`src/rtl/core/xoshiro256pp_generator_macros.svh`:
```
// Assertion macros shared by the generator RTL.
`ifndef XOSHIRO256PP_GENERATOR_MACROS_SVH
`define XOSHIRO256PP_GENERATOR_MACROS_SVH

// Same-cycle implication, checked outside reset.
`define XO_ASSERT_NOW(label, ante, cons, msg) \
	label: assert property (@(posedge clk) disable iff (!arst_n) (ante) |-> (cons)) \
		else $error(msg);

// Next-cycle implication, checked outside reset.
`define XO_ASSERT_NEXT(label, ante, cons, msg) \
	label: assert property (@(posedge clk) disable iff (!arst_n) (ante) |=> (cons)) \
		else $error(msg);

`endif

```
`src/rtl/core/xo256pp_pkg.sv`:
```
// Shared types, opcodes and jump polynomials for the xoshiro256++ generator.
package xo256pp_pkg;

	localparam int WORD_W     = 64;
	localparam int WORD_COUNT = 4;
	localparam int COUNT_W    = 8;

	typedef logic [WORD_W-1:0] word_t;
	typedef logic [1:0]        opcode_t;

	localparam opcode_t OP_SAMPLE    = 2'd0;
	localparam opcode_t OP_SEED      = 2'd1;
	localparam opcode_t OP_SHORT_JMP = 2'd2;
	localparam opcode_t OP_LONG_JMP  = 2'd3;

	localparam word_t SHORT_POLY [WORD_COUNT] = '{
		64'h180ec6d33cfd0aba, 64'hd5a61266f0c9392c,
		64'ha9582618e03fc9aa, 64'h39abdc4529b1661c
	};

	localparam word_t LONG_POLY [WORD_COUNT] = '{
		64'h76e15d3efefdcbbf, 64'hc5004e441c522fb3,
		64'h77710069854ee241, 64'h39109bb02acbe635
	};

	// Operation the sequencer asks of the state datapath
	typedef enum logic [2:0] {
		CORE_HOLD,
		CORE_SAMPLE,
		CORE_SEED,
		CORE_JSTART,
		CORE_JSTEP,
		CORE_JLOAD
	} core_op_t;

	typedef struct packed {
		core_op_t op;
		logic     poly_bit;
	} core_ctrl_t;

	typedef struct packed {
		word_t sample_value;
		logic  words_nz;
		logic  accum_nz;
	} core_stat_t;

	function automatic logic jump_poly_bit(input logic long_jmp,
		input logic [COUNT_W-1:0] idx);
		word_t w;
		w = long_jmp ? LONG_POLY[idx[7:6]] : SHORT_POLY[idx[7:6]];
		return w[idx[5:0]];
	endfunction

endpackage

```
`src/rtl/core/xo256pp_cmd_if.sv`:
```
// Command channel: opcode and seed value.
interface xo256pp_cmd_if import xo256pp_pkg::*; ();
	logic    valid;
	logic    ready;
	opcode_t opcode;
	word_t   seed_value;

	modport source (output valid, opcode, seed_value, input ready);
	modport sink   (input valid, opcode, seed_value, output ready);
endinterface

```
`src/rtl/core/xo256pp_res_if.sv`:
```
// Result channel: random value and state-nonzero flag.
interface xo256pp_res_if import xo256pp_pkg::*; ();
	logic  valid;
	logic  ready;
	word_t random_value;
	logic  state_valid;

	modport source (output valid, random_value, state_valid, input ready);
	modport sink   (input valid, random_value, state_valid, output ready);
endinterface

```
`src/rtl/core/xo256pp_core.sv`:
```
// Generator state, shared advance unit and jump accumulator.
module xo256pp_core import xo256pp_pkg::*; (
	input  logic       clk,
	input  logic       arst_n,
	input  core_ctrl_t ctrl,
	input  word_t      seed_value,
	output core_stat_t stat
);

	word_t words_q [WORD_COUNT];
	word_t accum_q [WORD_COUNT];
	word_t adv     [WORD_COUNT];
	word_t t;
	word_t s2;
	word_t s3;
	word_t sum;

	// One xorshift/rotate update, reused by sample and by every jump step
	always_comb begin
		t      = words_q[1] << 17;
		s2     = words_q[2] ^ words_q[0];
		s3     = words_q[3] ^ words_q[1];
		adv[1] = words_q[1] ^ s2;
		adv[0] = words_q[0] ^ s3;
		adv[2] = s2 ^ t;
		adv[3] = {s3[WORD_W-46:0], s3[WORD_W-1:WORD_W-45]};
	end

	always_comb begin
		sum = words_q[0] + words_q[3];
		stat.sample_value = {sum[WORD_W-24:0], sum[WORD_W-1:WORD_W-23]} + words_q[0];
		stat.words_nz = |{words_q[0], words_q[1], words_q[2], words_q[3]};
		stat.accum_nz = |{accum_q[0], accum_q[1], accum_q[2], accum_q[3]};
	end

	always_ff @(posedge clk or negedge arst_n) begin
		if (!arst_n) begin
			for (int i = 0; i < WORD_COUNT; i++) begin
				words_q[i] <= '0;
				accum_q[i] <= '0;
			end
		end else begin
			unique case (ctrl.op)
				CORE_HOLD: ;
				CORE_SAMPLE: begin
					for (int i = 0; i < WORD_COUNT; i++) words_q[i] <= adv[i];
				end
				CORE_SEED: begin
					for (int i = 0; i < WORD_COUNT; i++) words_q[i] <= seed_value;
				end
				CORE_JSTART: begin
					for (int i = 0; i < WORD_COUNT; i++) accum_q[i] <= '0;
				end
				CORE_JSTEP: begin
					for (int i = 0; i < WORD_COUNT; i++) begin
						if (ctrl.poly_bit) accum_q[i] <= accum_q[i] ^ words_q[i];
						words_q[i] <= adv[i];
					end
				end
				CORE_JLOAD: begin
					for (int i = 0; i < WORD_COUNT; i++) words_q[i] <= accum_q[i];
				end
				default: ;
			endcase
		end
	end

endmodule

```
`src/rtl/core/xoshiro256pp_generator.sv`:
```
// Xoshiro256++ generator top level: command sequencer and result register.
// A sample or a seed fill loads its word into the result register at the accepting
// edge. A new command is taken each cycle while the result register is empty or
// being drained. A short or long jump is the accept, 256 passes of the single
// advance unit (one update and one conditional accumulate per cycle), and a load
// of the accumulator back into the state. The load waits while the previous word
// is still held. No command is taken during a jump.
`include "xoshiro256pp_generator_macros.svh"

module xoshiro256pp_generator import xo256pp_pkg::*; (
	input  logic          clk,
	input  logic          arst_n,
	xo256pp_cmd_if.sink   cmd,
	xo256pp_res_if.source res
);

	typedef enum logic [1:0] {
		ST_IDLE,
		ST_JUMP,
		ST_LOAD
	} state_t;

	state_t              state_q;
	logic [COUNT_W-1:0]  jump_bit_count_q;
	logic                long_q;
	logic                res_valid_q;
	word_t               res_value_q;
	logic                res_nz_q;

	core_ctrl_t ctrl;
	core_stat_t stat;
	logic       out_free;
	logic       cmd_fire;
	logic       last_step;
	logic       is_jump;
	logic       res_load;

	assign out_free  = !res_valid_q || res.ready;
	assign cmd.ready = (state_q == ST_IDLE) && out_free;
	assign cmd_fire  = cmd.valid && cmd.ready;
	assign last_step = (jump_bit_count_q == COUNT_W'(WORD_W * WORD_COUNT - 1));
	assign is_jump   = (cmd.opcode == OP_SHORT_JMP) || (cmd.opcode == OP_LONG_JMP);
	assign res_load  = ((state_q == ST_IDLE) && cmd_fire && !is_jump) ||
		((state_q == ST_LOAD) && out_free);

	assign res.valid        = res_valid_q;
	assign res.random_value = res_value_q;
	assign res.state_valid  = res_nz_q;

	always_comb begin
		ctrl.op       = CORE_HOLD;
		ctrl.poly_bit = jump_poly_bit(long_q, jump_bit_count_q);
		unique case (state_q)
			ST_IDLE: begin
				if (cmd_fire) begin
					unique case (cmd.opcode)
						OP_SAMPLE:    ctrl.op = CORE_SAMPLE;
						OP_SEED:      ctrl.op = CORE_SEED;
						OP_SHORT_JMP: ctrl.op = CORE_JSTART;
						OP_LONG_JMP:  ctrl.op = CORE_JSTART;
						default:      ctrl.op = CORE_HOLD;
					endcase
				end
			end
			ST_JUMP: ctrl.op = CORE_JSTEP;
			ST_LOAD: if (out_free) ctrl.op = CORE_JLOAD;
			default: ctrl.op = CORE_HOLD;
		endcase
	end

	xo256pp_core u_core (
		.clk        (clk),
		.arst_n     (arst_n),
		.ctrl       (ctrl),
		.seed_value (cmd.seed_value),
		.stat       (stat)
	);

	always_ff @(posedge clk or negedge arst_n) begin
		if (!arst_n) begin
			state_q          <= ST_IDLE;
			jump_bit_count_q <= '0;
			long_q           <= 1'b0;
			res_valid_q      <= 1'b0;
			res_value_q      <= '0;
			res_nz_q         <= 1'b0;
		end else begin
			if (res_load) res_valid_q <= 1'b1;
			else if (res.ready) res_valid_q <= 1'b0;
			unique case (state_q)
				ST_IDLE: begin
					if (cmd_fire) begin
						priority if (cmd.opcode == OP_SAMPLE) begin
							res_value_q <= stat.sample_value;
							// advance is a bijection, so nonzero-ness carries over
							res_nz_q    <= stat.words_nz;
						end else if (cmd.opcode == OP_SEED) begin
							res_value_q <= '0;
							res_nz_q    <= |cmd.seed_value;
						end else begin
							long_q           <= (cmd.opcode == OP_LONG_JMP);
							jump_bit_count_q <= '0;
							state_q          <= ST_JUMP;
						end
					end
				end
				ST_JUMP: begin
					jump_bit_count_q <= jump_bit_count_q + 1'b1;
					if (last_step) state_q <= ST_LOAD;
				end
				ST_LOAD: begin
					if (out_free) begin
						res_value_q <= '0;
						res_nz_q    <= stat.accum_nz;
						state_q     <= ST_IDLE;
					end
				end
				default: state_q <= ST_IDLE;
			endcase
		end
	end

	`XO_ASSERT_NOW(a_ready_only_idle, cmd.ready, state_q == ST_IDLE, "command taken while busy")
	`XO_ASSERT_NEXT(a_jump_starts, cmd_fire && is_jump, (state_q == ST_JUMP) && (jump_bit_count_q == '0), "jump did not start at bit zero")
	`XO_ASSERT_NEXT(a_jump_ends, (state_q == ST_JUMP) && last_step, state_q == ST_LOAD, "jump did not end after last bit")
	`XO_ASSERT_NEXT(a_quick_result, cmd_fire && !is_jump, res_valid_q && (state_q == ST_IDLE), "sample or seed gave no word")

endmodule

```
`src/flat_wrapper.sv`:
```
// flat-port wrapper written by rule: the top's interface ports become plain ports
module xoshiro256pp_generator_flat import xo256pp_pkg::*;
  (clk, arst_n, cmd_valid, cmd_opcode, cmd_seed_value, cmd_ready, res_valid, res_random_value, res_state_valid, res_ready);
  xo256pp_cmd_if cmd_i ();
  xo256pp_res_if res_i ();
  input  logic clk;
  input  logic arst_n;
  input wire logic [$bits(cmd_i.valid)-1:0] cmd_valid;
  input wire logic [$bits(cmd_i.opcode)-1:0] cmd_opcode;
  input wire logic [$bits(cmd_i.seed_value)-1:0] cmd_seed_value;
  output wire logic [$bits(cmd_i.ready)-1:0] cmd_ready;
  output wire logic [$bits(res_i.valid)-1:0] res_valid;
  output wire logic [$bits(res_i.random_value)-1:0] res_random_value;
  output wire logic [$bits(res_i.state_valid)-1:0] res_state_valid;
  input wire logic [$bits(res_i.ready)-1:0] res_ready;
  assign cmd_i.valid = cmd_valid;
  assign cmd_i.opcode = cmd_opcode;
  assign cmd_i.seed_value = cmd_seed_value;
  assign cmd_ready = cmd_i.ready;
  assign res_valid = res_i.valid;
  assign res_random_value = res_i.random_value;
  assign res_state_valid = res_i.state_valid;
  assign res_i.ready = res_ready;
  xoshiro256pp_generator u_core (.clk(clk), .arst_n(arst_n), .cmd(cmd_i), .res(res_i));
endmodule
```
`config.mk`:
```
export PLATFORM = sky130hd
export DESIGN_NAME = xoshiro256pp_generator_flat
export DESIGN_NICKNAME = d
export VERILOG_FILES = /design/src/rtl/core/xo256pp_pkg.sv /design/src/rtl/core/xo256pp_cmd_if.sv /design/src/rtl/core/xo256pp_res_if.sv /design/src/rtl/core/xo256pp_core.sv /design/src/rtl/core/xoshiro256pp_generator.sv /design/src/flat_wrapper.sv
export VERILOG_INCLUDE_DIRS = /design/src /design/src/rtl/core
export SDC_FILE = /design/constraint.sdc
export NUM_CORES = 2
export LEC_CHECK = 0
export ABC_AREA = 1
export BUFFER_PORTS_ARGS = -buffer_cell sky130_fd_sc_hd__buf_2
export CAP_MARGIN = 30
export CORE_MARGIN = 1.5
export CORE_UTILIZATION = 60
export CTS_BUF_LIST = sky130_fd_sc_hd__clkbuf_4
export CTS_CLUSTER_DIAMETER = 150
export DETAILED_ROUTE_END_ITERATION = 7
export PLACE_DENSITY = 0.77
export SYNTH_ARGS = -nofsm -noshare
export SYNTH_HDL_FRONTEND = slang
export SYNTH_SLANG_ARGS = --single-unit
```
`constraint.sdc`:
```
create_clock -name clk -period 7.2 [get_ports clk]
set_clock_uncertainty 0.1 [all_clocks]
set_input_delay 1.8 -clock clk [delete_from_list [all_inputs] [get_ports clk]]
set_output_delay 1.8 -clock clk [all_outputs]
set_load 0.01 [all_outputs]
```
==> impl_metrics.csv <==
group,metric,value,unit
timing,max_clock_freq,171.4,MHz
synthesis,synth_top_cell_by_area,"dfrtp_1",
setup_path,crit_type,"reg -> reg",
placed_design,place_congestion,1.081,
grt,grt_pass1_wl,256000,um
setup_path,cp-start-kind,"flip-flop",
timing,timing.setup.tns,0,ps
placed_design,io_buffers,136,
grt,grt_max_degree,223,
final_layout,syn2layout_area_growth,6.946,%
synthesis,synth_ff_type,"dfrtp_1",
floorplanning,core,71730,um^2
floorplanning,io_pins,137,
setup_path,cp-endpoint,"u_core.res.random_value[62]",
cts,cts_tree,"yes",
cts,hold_buffers,0,
setup_path,r2r_setup_slack,1370,ps
route,avgRoutedWirePerCell,23.57,um
timing,timing.final.crit_share,81.03,%
timing,rsz0062_at_grt,"no",
final_layout,fillers,6560,
cts,postCtsSetupRepairBufs,0,
synthesis,syn-num-nets,6449,
cts,ctsHtreeMaxLevel,4,
route,drc,0,
synthesis,synth_area_per_cell,6.999,um^2
synthesis,syn_area,43630,um^2
cts,path_clk_slew,60,ps
synthesis,synth_seq_area_share,33.79,%
grt,grt.overflow.total,0,
grt,grt_pass1_vias,41730,
setup_path,cp.required,8000,ps
final_layout,drive_above_1_share,7.667,%
route,first_pass_iters,7,
cts,cts.sinks,589,
grt,antenna_found_initial,9,
route,via_per_inst,6.164,
setup_path,end_kind,"flip-flop",
synthesis,synth.most_common_cell,"nand2_1",
route,drt_iter0_markers,6031,
synthesis,yosysWarnings,0,
setup_path,timing.rr.start,"u_core.u_core.words_q[192]",
cts,cts_buffers,158,
timing,worstMarginPinSlew,1163,ps
synthesis,yosysTopAreaCellShare,33.79,%
setup_path,reg2reg_to,"u_core.res.random_value[62]",
timing,drv_slew,0,
synthesis,synth.distinct_cells,47,
timing,slew_headroom,22.49,%
cts,post_cts_resized,0,
setup_path,path_max_fanout,7,
grt,track_usage,45.70,%
cts,cts-root-buf,"clkbuf_4",
route,wl,172800,um
synthesis,synth_area_leaders,"dfrtp_1, nand2_1, nor2_1, xnor2_1, xor2_1",
job,cap_violations,0,
outcome,status,"finished, final reports clean",
floorplanning,die_h,272.6,um
synthesis,synth-edff-count,0,
timing,setup_viol,0,
synthesis,async_flop_share,100.0,%
floorplanning,start_util,60.82,%
cts,clock_latency,1080,ps
setup_path,r2r_cells,21,
placed_design,hpwl,127400,um
floorplanning,design.die.area,74340,um^2
timing,hold_viol,0,
route,final_antenna_net_count,0,
timing,min_period,5834,ps
hold_path,min_path_type,"reg -> reg",
synthesis,synthTopCellsByCount,"nand2_1, nor2_1, dfrtp_1",
synthesis,synth_seq_cells,589,
final_layout,nNetsFinal,6481,
floorplanning,row_count,98,
setup_path,crit_start,"u_core.u_core.words_q[192]",
setup_path,cp.arrival,6640,ps
route,vias,45200,
cts,clockBufferDepth,3,
floorplanning,die_x,272.6,um
synthesis,syn_inst,6233,
-- worst min path at each step --
| stage | cells after the start | slack, ps | endpoint | start |
|---|---|---|---|---|
| global route | 2 | 400 | u_core.res.random_value[22] | u_core.res.random_value[22] |
| finish | 2 | 370 | u_core.res.random_value[45] | u_core.res.random_value[45] |
| floorplan | 2 | 420 | u_core.res.state_valid | u_core.res.state_valid |
| global placement | 2 | 360 | u_core.res.random_value[35] | u_core.res.random_value[35] |
| detailed placement | 2 | 360 | u_core.res.random_value[52] | u_core.res.random_value[52] |
| CTS | 2 | 380 | u_core.res.random_value[45] | u_core.res.random_value[45] |
-- final cells by class --
class                      count  area (um^2)  share of cell area [%]
clock inverter                34        221.5                  0.4747
tap                          950         1189                   2.548
clock buffer                 239         1794                   3.846
timing repair buffer         172         1114                   2.387
antenna                        4        10.01                 0.02145
inverter                     501         1896                   4.063
multi-input combinational   4843        25690                   55.07
sequential                   589        14740                   31.59
-- stage by stage --
step / instance area, um^2 / setup WS (ps) / utilization [%] / cells / hold WS, ps
after detailed placement: 44630 / 1648 / 62.21 / 7054 / 362.1
after floorplan: 43630 / 3073 / - / 6233 / 415.4
after CTS: 46640 / 1633 / 65.02 / 7327 / 377.9
final: 46660 / 1366 / 65.04 / 7332 / 371.5
after global routing: 46650 / 1065 / 65.04 / 7330 / 395.1
after global placement: 44590 / 1735 / 62.17 / 7052 / 358.0
-- state kept, by name, indices dropped and copies added, names as in the netlist --
register and flops:
u_core.long_q 1, u_core.res.valid 1, u_core.state_q 2, u_core.u_core.words_q 209, u_core.res.random_value 64, u_core.u_core.accum_q 256, u_core.jump_bit_count_q 8, u_core.res.state_valid 1
u_core.u_core.t 47
-- layer usage --
metal	vias to the layer above	wire [um]	track usage [%]
met2	2863	73480	67.46
li1	20610	-	-
met4	6	14400	33.51
met3	591	20270	10.77
met5	-	46	0
met1	21130	64630	58.56
-- worst max-delay path, stage by stage, from the launching register on --
cell and delay (ps):
dfrtp_1 670, ha_1 270, inv_1 60, fa_1 400, o21ai_0 430, a21oi_1 190
o21ai_0 490, nand2_1 120, nand2_1 260, a21oi_1 150, xor2_1 510, ha_1 400
a21oi_1 210, inv_1 70, a21oi_1 250, o21ai_0 340, nand2_1 140, nand2_1 210
nand2_1 180, nand3_1 80, nand3_1 80, nand2_1 50
-- logic make-up (layout without fill, tap and decap cells) --
| kind of cell | Yosys count | in the layout | share of synthesized area, % |
|---|---|---|---|
| compound gates | 970 | 970 | 13.54 |
| xor+xnor | 559 | 559 | 11.22 |
| fa+ha+maj | 146 | 146 | 4.222 |
| buf+inv | 801 | 946 | 7.417 |
| flops | 589 | 589 | 33.79 |
| other cells | 0 | 4 | 0 |
| simple gates | 3168 | 3168 | 29.82 |
-- cell usage in the layout, fill, tap and decap left out, drive strengths merged, types with 8 or more instances in the layout --
master,synthesis,final
nand2,1529,1529
nor2,981,981
dfrtp,589,589
inv,500,505
nand3,428,428
xnor2,314,314
xor2,245,245
o21ai,244,244
clkbuf,176,240
a21oi,222,222
a31oi,220,220
a22oi,189,189
buf,124,171
ha,144,144
nor4,80,80
nand4,46,46
nor3,43,43
or2,33,33
o21bai,24,24
clkinv,1,24
a32oi,20,20
nand3b,19,19
a21boi,11,11
o21a,10,10
a21o,9,9
a22o,8,8
Power is left out: the tool's default activity adds up to more than one toggle a clock period on the data nets, which glitch-free logic cannot reach.
